<file path="config.mk">
export PLATFORM = sky130hd
export DESIGN_NAME = frequency_ordered_list_core
export DESIGN_NICKNAME = d
export VERILOG_FILES = /design/src/design/folc_pkg.sv /design/src/design/frequency_ordered_list_core.sv
export VERILOG_INCLUDE_DIRS = /design/src /design/src/design
export SDC_FILE = /design/constraint.sdc
export NUM_CORES = 2
export LEC_CHECK = 0
export ABC_CLOCK_PERIOD_IN_PS = 17900
export BUFFER_PORTS_ARGS = -buffer_cell sky130_fd_sc_hd__buf_2
export CORE_UTILIZATION = 55
export DETAILED_ROUTE_END_ITERATION = 6
export PLACE_DENSITY_LB_ADDON = 0.12
export SLEW_MARGIN = 20
export SYNTH_ARGS = -nofsm -noshare
export SYNTH_HDL_FRONTEND = slang
export SYNTH_SLANG_ARGS = --single-unit
</file>
<file path="constraint.sdc">
create_clock -name i_clk -period 17.9 [get_ports i_clk]
set_input_delay 2.685 -clock i_clk [delete_from_list [all_inputs] [get_ports i_clk]]
set_output_delay 2.685 -clock i_clk [all_outputs]
set_load 0.05 [all_outputs]
</file>
<file path="src/design/frequency_ordered_list_core_defines.svh">
// ----------------------------------------------------------------------------
// Assertion macros for the frequency ordered list core.
// All checks are clocked on i_clk and are off while i_rst_n is low.
// ----------------------------------------------------------------------------
`ifndef FREQUENCY_ORDERED_LIST_CORE_DEFINES_SVH
`define FREQUENCY_ORDERED_LIST_CORE_DEFINES_SVH

// A condition that must hold at every clock edge out of reset.
`define FOLC_ASSERT_ALWAYS(label, cond, msg) \
    label: assert property (@(posedge i_clk) disable iff (!i_rst_n) (cond)) \
        else $error(msg);

// A consequence that must hold in the clock cycle after its antecedent.
`define FOLC_ASSERT_NEXT(label, ante, cons, msg) \
    label: assert property (@(posedge i_clk) disable iff (!i_rst_n) (ante) |=> (cons)) \
        else $error(msg);

// A consequence that must hold in the same cycle as its antecedent.
`define FOLC_ASSERT_SAME(label, ante, cons, msg) \
    label: assert property (@(posedge i_clk) disable iff (!i_rst_n) (ante) |-> (cons)) \
        else $error(msg);

`endif

</file>
<file path="src/design/folc_pkg.sv">
// ----------------------------------------------------------------------------
// folc_pkg
// Shared types and constants of the frequency ordered list core.
// ----------------------------------------------------------------------------
package folc_pkg;

    // Default geometry of the list.
    localparam int DEPTH_DEF       = 16;
    localparam int COUNT_WIDTH_DEF = 16;

    // Width of the running access number and of stored first-access stamps.
    localparam int ACCESS_W = 16;

    // Width of request kind and of the data values.
    localparam int KIND_W  = 2;
    localparam int VALUE_W = 32;

    // Request kinds.
    localparam logic [KIND_W-1:0] KIND_APPEND = 2'd0;
    localparam logic [KIND_W-1:0] KIND_ACCESS = 2'd1;
    localparam logic [KIND_W-1:0] KIND_DUMP   = 2'd2;

    // One request.
    typedef struct packed {
        logic [KIND_W-1:0]         kind;
        logic signed [VALUE_W-1:0] value;
    } t_req;

    // One result of a dump.
    typedef struct packed {
        logic signed [VALUE_W-1:0] entry_value;
        logic                      last;
    } t_rsp;

endpackage

</file>
<file path="src/design/frequency_ordered_list_core.sv">
// ----------------------------------------------------------------------------
// frequency_ordered_list_core
// Self-organizing list ordered by access count, built as a rotating row of
// entry registers with a single compare unit at the head.
// ----------------------------------------------------------------------------
// A request is taken when start is high and busy is low. An append never
// raises busy. An access keeps busy high through a search rotation, and on a
// hit through an insert rotation as well. A dump keeps busy high through one
// rotation and puts out one result per cycle, each on o_rsp for exactly one
// cycle with o_valid high. The first result is registered in r_rsp once the
// state has moved to dump, and the last one shows on the final busy cycle;
// the receiver must take every result as it comes. Every access and dump
// rotates the whole list through the head slot, one entry per cycle, since
// the single compare unit sits at the head slot: one rotation finds and
// removes the accessed entry, and on a hit a second rotation places it again.
// ----------------------------------------------------------------------------
`include "frequency_ordered_list_core_defines.svh"

module frequency_ordered_list_core #(
    parameter int DEPTH       = folc_pkg::DEPTH_DEF,
    parameter int COUNT_WIDTH = folc_pkg::COUNT_WIDTH_DEF
) (
    input  logic            i_clk,
    input  logic            i_rst_n,
    input  logic            start,
    input  folc_pkg::t_req  i_req,
    output logic            busy,
    output logic            o_valid,
    output folc_pkg::t_rsp  o_rsp
);
    import folc_pkg::*;

    localparam int LEN_W = $clog2(DEPTH + 1);

    // One list entry.
    typedef struct packed {
        logic signed [VALUE_W-1:0] value;
        logic [COUNT_WIDTH-1:0]    count;
        logic                      visited;
        logic [ACCESS_W-1:0]       first;
    } t_entry;

    typedef enum logic [3:0] {
        S_IDLE   = 4'b0001,
        S_SEARCH = 4'b0010,
        S_INSERT = 4'b0100,
        S_DUMP   = 4'b1000
    } t_state;

    // Moves of the entry row.
    typedef enum logic [1:0] {
        OP_HOLD,
        OP_ROT,
        OP_DROP,
        OP_PUSH
    } t_op;

    t_state               r_state, n_state;
    t_entry               r_slot [DEPTH];
    t_entry               n_slot [DEPTH];
    t_entry               r_hold, n_hold;
    logic [LEN_W-1:0]     r_len, n_len;
    logic [LEN_W-1:0]     r_total, n_total;
    logic [LEN_W-1:0]     r_step, n_step;
    logic                 r_found, n_found;
    logic                 r_inserted, n_inserted;
    logic [ACCESS_W-1:0]  r_acc, n_acc;
    logic [ACCESS_W-1:0]  r_stamp, n_stamp;
    logic [VALUE_W-1:0]   r_key, n_key;
    logic                 r_valid, n_valid;
    t_rsp                 r_rsp, n_rsp;

    t_op                  slot_op;
    t_entry               push_entry;
    t_entry               hit_entry;
    logic                 key_hit;
    logic                 head_passes;
    logic [LEN_W-1:0]     remain;
    logic                 accept;

    assign busy    = (r_state != S_IDLE);
    assign accept  = start && !busy;
    assign o_valid = r_valid;
    assign o_rsp   = r_rsp;

    // Compare unit at the head slot.
    assign key_hit     = (r_slot[0].value == $signed(r_key));
    assign head_passes = (r_slot[0].count > r_hold.count) ||
                         ((r_slot[0].count == r_hold.count) && r_slot[0].visited &&
                          (r_slot[0].first < r_hold.first));
    assign remain      = r_total - LEN_W'(1);

    // Head entry as it looks after this access.
    always_comb begin
        hit_entry = r_slot[0];
        if (r_slot[0].count != {COUNT_WIDTH{1'b1}}) begin
            hit_entry.count = r_slot[0].count + COUNT_WIDTH'(1);
        end
        if (!r_slot[0].visited) begin
            hit_entry.visited = 1'b1;
            hit_entry.first   = r_stamp;
        end
    end

    // Sequencer.
    always_comb begin
        n_state    = r_state;
        n_hold     = r_hold;
        n_len      = r_len;
        n_total    = r_total;
        n_step     = r_step;
        n_found    = r_found;
        n_inserted = r_inserted;
        n_acc      = r_acc;
        n_stamp    = r_stamp;
        n_key      = r_key;
        n_valid    = 1'b0;
        n_rsp      = r_rsp;
        slot_op    = OP_HOLD;
        push_entry = r_hold;

        case (r_state)
            S_IDLE: begin
                if (accept) begin
                    n_step  = '0;
                    n_total = r_len;
                    case (i_req.kind)
                        KIND_APPEND: begin
                            if (r_len < LEN_W'(DEPTH)) begin
                                push_entry.value   = i_req.value;
                                push_entry.count   = '0;
                                push_entry.visited = 1'b0;
                                push_entry.first   = '0;
                                slot_op            = OP_PUSH;
                                n_len              = r_len + LEN_W'(1);
                            end
                        end
                        KIND_ACCESS: begin
                            n_stamp = r_acc;
                            n_acc   = r_acc + ACCESS_W'(1);
                            n_key   = i_req.value;
                            n_found = 1'b0;
                            n_state = S_SEARCH;
                        end
                        KIND_DUMP: begin
                            n_state = S_DUMP;
                        end
                        default: begin
                        end
                    endcase
                end
            end

            // First rotation: find the first match and take it out of the row.
            S_SEARCH: begin
                if (r_step == r_total) begin
                    n_step     = '0;
                    n_inserted = 1'b0;
                    n_state    = r_found ? S_INSERT : S_IDLE;
                end else begin
                    n_step = r_step + LEN_W'(1);
                    if (!r_found && key_hit) begin
                        n_hold  = hit_entry;
                        n_found = 1'b1;
                        slot_op = OP_DROP;
                        n_len   = r_len - LEN_W'(1);
                    end else begin
                        slot_op = OP_ROT;
                    end
                end
            end

            // Second rotation: put the held entry before the first one it
            // does not pass.
            S_INSERT: begin
                if (r_inserted && (r_step == remain)) begin
                    n_state = S_IDLE;
                end else if (!r_inserted && ((r_step == remain) || !head_passes)) begin
                    slot_op    = OP_PUSH;
                    n_len      = r_len + LEN_W'(1);
                    n_inserted = 1'b1;
                end else begin
                    slot_op = OP_ROT;
                    n_step  = r_step + LEN_W'(1);
                end
            end

            // Dump: emit the head entry on each rotation step.
            S_DUMP: begin
                if (r_step == r_total) begin
                    n_state = S_IDLE;
                end else begin
                    slot_op           = OP_ROT;
                    n_step            = r_step + LEN_W'(1);
                    n_valid           = 1'b1;
                    n_rsp.entry_value = r_slot[0].value;
                    n_rsp.last        = (r_step == remain);
                end
            end

            default: begin
                n_state = S_IDLE;
            end
        endcase
    end

    // Entry row moves: rotate, drop the head, or write at the tail.
    always_comb begin
        n_slot = r_slot;
        case (slot_op)
            OP_ROT: begin
                for (int i = 0; i < DEPTH - 1; i++) begin
                    n_slot[i] = r_slot[i + 1];
                end
                for (int i = 0; i < DEPTH; i++) begin
                    if (LEN_W'(i) == r_len - LEN_W'(1)) begin
                        n_slot[i] = r_slot[0];
                    end
                end
            end
            OP_DROP: begin
                for (int i = 0; i < DEPTH - 1; i++) begin
                    n_slot[i] = r_slot[i + 1];
                end
            end
            OP_PUSH: begin
                for (int i = 0; i < DEPTH; i++) begin
                    if (LEN_W'(i) == r_len) begin
                        n_slot[i] = push_entry;
                    end
                end
            end
            default: begin
            end
        endcase
    end

    // Control registers.
    always_ff @(posedge i_clk) begin
        if (!i_rst_n) begin
            r_state    <= S_IDLE;
            r_len      <= '0;
            r_acc      <= '0;
            r_valid    <= 1'b0;
            r_step     <= '0;
            r_total    <= '0;
            r_found    <= 1'b0;
            r_inserted <= 1'b0;
        end else begin
            r_state    <= n_state;
            r_len      <= n_len;
            r_acc      <= n_acc;
            r_valid    <= n_valid;
            r_step     <= n_step;
            r_total    <= n_total;
            r_found    <= n_found;
            r_inserted <= n_inserted;
        end
    end

    // Payload registers.
    always_ff @(posedge i_clk) begin
        r_slot  <= n_slot;
        r_hold  <= n_hold;
        r_stamp <= n_stamp;
        r_key   <= n_key;
        r_rsp   <= n_rsp;
    end

    // Checks.
    `FOLC_ASSERT_ALWAYS(a_len_bound, r_len <= LEN_W'(DEPTH), "list length beyond depth")
    `FOLC_ASSERT_NEXT(a_valid_from_dump, n_valid, $past(r_state) == S_DUMP, "result outside dump")
    `FOLC_ASSERT_NEXT(a_append_grows, accept && (i_req.kind == KIND_APPEND) && (r_len < LEN_W'(DEPTH)), r_len == $past(r_len) + LEN_W'(1), "append did not grow list")
    `FOLC_ASSERT_SAME(a_insert_len, (r_state == S_INSERT) && !r_inserted, r_len == remain, "held entry not removed")

endmodule
</file>
# Yosys cells after proc, flatten, opt, wreduce, memory -nomap -nowiden
# Index checks and enable logic that the tools add are counted.
# totals
ff_bits	1224
input_bits	37
out_inout_bits	35
word_cells	294
# classes
add_sub_neg	6
order_cmp	3
eq_ne	77
muxes	80
bitwise	1
n_reduce_logical	47
# ops
op	n
$pmux W975 S3	1
$mux W65	36
$pmux W65 S2	1
$eq A4 B5 Y1 const A	16
$mux W5	12
$ne A2 B2 Y1 const B	29
$eq A3 B5 Y1 const A	8
$reduce_and A2 Y1	17
$add A16 B1 Y16 const B	2
$eq A32 B32 Y1	1
$mux W16	2
$eq A2 B5 Y1 const A	4
$pmux W5 S4	1
$eq A16 B16 Y1	1
$gt A16 B16 Y1	1
$lt A16 B16 Y1	1
$mux W4	4
$ne A16 B16 Y1 const B	1
$pmux W4 S4	1
$pmux W5 S3	1
$reduce_and A5 Y1	3
$mux W2	7
$reduce_and A3 Y1	4
$add A5 B1 Y5 const B	2
29 further kinds	58

# Longest topological paths before layout
# depth
ltp_word	13
depth_mapped	16
depth_no_buf	10

# Worst setup path before layout
# Ideal clock, no wire load.
# synth_path
kind	input to register
startpoint	input start
endpoint	register r_slot, in the netlist hit_entry[33] (enable)
arrival_ns	7.471
path_slack_ns	9.912
path_stages	8
path_buffers	4
path_cell_list	clkbuf_1 > nand2_2 > or4_1 > buf_2 > o211ai_2 > buf_6 > buf_2 > mux2i_1
# synth_between
elab_chain_cells	6
elab_cells_between_ends	10
classes_between	5 x eq/ne; 2 x mux; 3 x reduce/logical
# synth_rtl
item	line_no	rtl
start: declaration	frequency_ordered_list_core.sv:25	input logic start,
$logic_and A1 B1 Y1 *	frequency_ordered_list_core.sv:82	assign accept = start && !busy;
$mux W2 *	frequency_ordered_list_core.sv:124	if (accept) begin
$pmux W2 S4 *	frequency_ordered_list_core.sv:122	case (r_state)
$eq A2 B2 Y1 / $eq A2 B1 Y1 (equally long branches)	frequency_ordered_list_core.sv:210	case (slot_op)
$ne A2 B2 Y1 (no source line) / $reduce_bool A3 Y1 (equally long branches)	-	
$reduce_and A3 Y1 (no source line) *	-	
end signal: assignment	frequency_ordered_list_core.sv:263	r_slot <= n_slot;
end: declaration	frequency_ordered_list_core.sv:59	t_entry r_slot [DEPTH];
# Mark *: on every way between the ends. The rest lies on a longest branch, timed or not.
# A chain may end at the register's enable or synchronous reset.

# Final worst setup path
# layout_path
startpoint	input start
endpoint	register r_slot[384] (netlist name) (enable)
# layout_between
elab_chain_cells	6
elab_cells_between_ends	9
classes_between	4 x eq/ne; 2 x mux; 3 x reduce/logical
# layout_rtl
item	line_no
$logic_and A1 B1 Y1 *	frequency_ordered_list_core.sv:82
$mux W2 *	frequency_ordered_list_core.sv:124
$pmux W2 S4 *	frequency_ordered_list_core.sv:122
$eq A2 B2 Y1 / $eq A2 B1 Y1 (equally long branches)	frequency_ordered_list_core.sv:210
$ne A2 B2 Y1 (no source line) / $reduce_bool A3 Y1 (equally long branches)	-
$reduce_and A2 Y1 (no source line) *	-
# Marked as above.

==> out/qor.csv <==
stage;metric;value;unit
flow_run;max-cap-violations;0;
timing;final.setup.worst_slack;11.74;ns
status;status;finished, violations left;
power_and_ir_drop;switchingPower;0.00154;W
logic_synthesis;async_flop_share;0;
detailed_routing;drtPass1Iterations;7;
setup_path;worstPathCellList;buf_2 > nand2_2 > or4_2 > buf_4 > o211ai_4 > nor2b_2 > buf_4 > nor2_4 > buf_4;
timing;whs;0.458;ns
power_and_ir_drop;swShare;0.236;
setup_path;critPathKind;input port to flip-flop;
final_layout;num-fill-cells;7074;
setup_path;critPathSlowestCell;nor2_4;
logic_synthesis;netlist_instances;3367;
logic_synthesis;synth_seq_cells;1223;
floorplanning;placementRows;113;
placed_design;port_buffers;71;
global_routing;grt_usage;0.316;
setup_path;crit_arrival;6.51;ns
power_and_ir_drop;power_density;113;nW/um^2
clock_tree;cts_setup_buffers;0;
setup_path;cp_common_cell;buf_4;
logic_synthesis;synthDistinctLibCells;64;
floorplanning;die_x;312;microns
global_routing;grt_pass1_vias;34097;
timing;min_period;6.16;ns
global_routing;grt_max_degree;163;
placed_design;place.gp.congestion;0.837;
logic_synthesis;synth-edff-count;1185;
detailed_routing;highest_layer;met4;
clock_tree;cts.clk_slew.worst_paths;0.05;ns
timing;fin_skew;0.0317;ns
setup_path;cp_max_fo;40;
detailed_routing;wl_met1;57100;microns
timing;period_share;0.344;
power_and_ir_drop;power.leakage;19.9;nW
clock_tree;h-tree-depth;4;
final_layout;multi_input_area;14500;sq um
logic_synthesis;yosysSeqAreaShare;0.688;
detailed_routing;viasPerCell;7.45;
placed_design;placed_cell_area;53900;sq um
power_and_ir_drop;pwr-share-seq;0.526;
final_layout;seq_area;36300;sq um
clock_tree;clock_latency;0.75;ns
clock_tree;cts_hold_buf;0;
global_routing;antenna_found_initial;0;
timing;fin_setup_tns;0;ns
power_and_ir_drop;internal-power;0.00501;W
detailed_routing;drc;1;
clock_tree;cts_made_buffers;131;
final_layout;fin_util;0.610;
logic_synthesis;synth_fp_nets;3446;
logic_synthesis;avgSynthCellArea;15.7;sq um
detailed_routing;wl_met3;16100;microns
setup_path;cpPeakStageDelay;0.91;ns
final_layout;drive_gt1_frac;0.139;
setup_path;critPathTopFamily;simple AND/OR/NAND/NOR gates;
clock_tree;postCtsResizedCells;0;
global_routing;grt.overflow.total;0;
logic_synthesis;post_synth_instance_area;52800;sq um
clock_tree;cts_tree;done;
detailed_routing;routedWlPerCell;33.5;microns
setup_path;cp_num_buf_inv;4;
final_layout;antenna_cells;0;
setup_path;startpoint_type;input port;
detailed_routing;drtIter0Drc;4681;
timing;relSlewSlack;0.183;
detailed_routing;vias;34414;
final_layout;fin_area;57900;sq um
floorplanning;dieArea;97300;sq um
clock_tree;clockBufferDepth;3;
placed_design;dp_hpwl;79100;microns
timing;final-hold-violation-count;0;
placed_design;dp_slack;10.93;ns
final_layout;final_nets;3336;
floorplanning;io_pins;72;
detailed_routing;ant_nets;0;
clock_tree;root_buffer;clkbuf_16;
timing;finalMaxSlewViolations;0;
logic_synthesis;synth.yosys.warnings;0;
final_layout;area_growth;9.67;%
logic_synthesis;synthFlopType;edfxtp_1;
clock_tree;clock-sinks;1223;
setup_path;required;18.26;ns
timing;worstMarginPinSlew;1.22;ns
power_and_ir_drop;ir_drop;0.0000770;V
min_path;holdCritPathClass;flip-flop to flip-flop;
floorplanning;die_y;312;microns
power_and_ir_drop;combPwrFrac;0.085;
timing;rsz0062_at_grt;no;
power_and_ir_drop;power_frac_clock;0.388;
floorplanning;start_util;0.556;
setup_path;critPathCaptureType;flip-flop;
timing;finalSetupViolCount;0;
global_routing;grt_first_pass_wirelength;228000;microns
timing;max_freq;0.162;GHz
detailed_routing;totalWireLength;155000;microns
detailed_routing;wl_met2;74900;microns
floorplanning;core;95000;sq um
status;violations;design-rule violations;
cells in the mapped netlist, types with 9 or more instances:
cell	instances	area share
edfxtp_1	1185	0.67
a21o_1	135	0.019
clkbuf_1	195	0.014
a21boi_0	12	0.0017
nor4_1	11	0.0013
nand3_1	23	0.0022
buf_2	170	0.016
nor2_1	58	0.0041
buf_1	30	0.0021
o21ai_2	9	0.0015
mux2_2	16	0.0034
o21ai_0	23	0.0022
and2_1	16	0.0019
or3_1	10	0.0012
buf_6	41	0.0087
xor2_1	36	0.0060
nand4_1	13	0.0015
dfxtp_1	38	0.014
a21oi_2	17	0.0028
nor3_1	48	0.0045
ha_1	42	0.0099
inv_1	45	0.0032
a21oi_1	45	0.0043
nor2b_1	11	0.0013
xnor2_1	33	0.0055
nand2_1	110	0.0078
a221o_1	910	0.17
and3_1	10	0.0012
area by class of cell:
cell class | instances | area share
Multi-Input combinational cell | 1654 | 0.250
Clock buffer | 174 | 0.0616
Inverter | 45 | 0.00294
Tap cell | 1265 | 0.0273
Sequential cell | 1223 | 0.627
Clock inverter | 57 | 0.00663
Timing Repair Buffer | 202 | 0.0243
cell usage in the layout, fill, tap and decap left out, drive strengths merged, types with 3 or more instances in the layout:
cell type and count:
nor4 12, nand4 13, mux2i 7, o21ai 34, inv 47, a21boi 12
a31oi 3, and3 10, and2 16, nand3 23, dfxtp 38, mux2 16
nand3b 3, nand2b 8, edfxtp 1185, or3 10, o21a 6, a221o 910
a211oi 3, nor2 58, clkinv 52, xnor2 33, and4 3, a21o 135
nand2 111, xor2 36, clkbuf 174, a21oi 62, buf 202, a22oi 3
ha 42, nor3 48, nor2b 11
sequential cells by signal, summed over array words and instances (netlist names):
| register | count |
|---|---|
| r_slot | 1008 |
| r_hold | 64 |
| o_rsp | 33 |
| hit_entry | 32 |
| r_key | 32 |
| r_acc | 16 |
| r_stamp | 16 |
| r_len | 5 |
| r_step | 5 |
| r_total | 5 |
| r_state | 4 |
| o_valid | 1 |
| r_found | 1 |
| r_inserted | 1 |
per-stage QoR:
step | power (W) | std cells
final | 0.00655 | 4620
after global placement | 0.00402 | 4386
after global routing | 0.00672 | 4620
after floorplan | 0.00386 | 3367
after CTS | 0.00656 | 4619
after detailed placement | 0.00405 | 4388
power groups by stage:
| stage | Combinational [W] | Sequential [W] | Clock, W |
|---|---|---|---|
| after detailed placement | 0.000544 | 0.00350 | 0 |
| after CTS | 0.000549 | 0.00344 | 0.00257 |
| after global placement | 0.000526 | 0.00350 | 0 |
| final | 0.000558 | 0.00345 | 0.00254 |
| after floorplan | 0.000389 | 0.00347 | 0 |
| after global routing | 0.000583 | 0.00346 | 0.00268 |
metal layers:
layer / vias up / global-route usage
met2: 2350 / 0.519
met4: 0 / 0.128
met5: - / 0
met1: 17644 / 0.408
met3: 394 / 0.0694
li1: 14026 / -
worst paths after layout:
check	slack (ns)	to	from	cells after the start
max	11.74	r_slot[384]	start	9
min	0.46	r_stamp[15]	r_acc[15]	0
max reg2reg	11.89	r_slot[384]	hit_entry[58]	10
min reg2reg	0.46	r_stamp[15]	r_acc[15]	0
cells by family (layout without fill, tap and decap cells):
kind of cell             after synthesis  after routing  share of synthesized area
XOR/XNOR                              69             69                     0.0114
multiplexers                          23             23                    0.00474
AO/OA/AOI/OAI                       1184           1184                      0.209
buffers and inverters                490            478                     0.0454
flip-flops                          1223           1223                      0.688
adder cells (fa/ha/maj)               42             42                    0.00995
AND/OR/NAND/NOR                      336            336                     0.0311
Note: power is estimated with default switching activity, not from simulation.
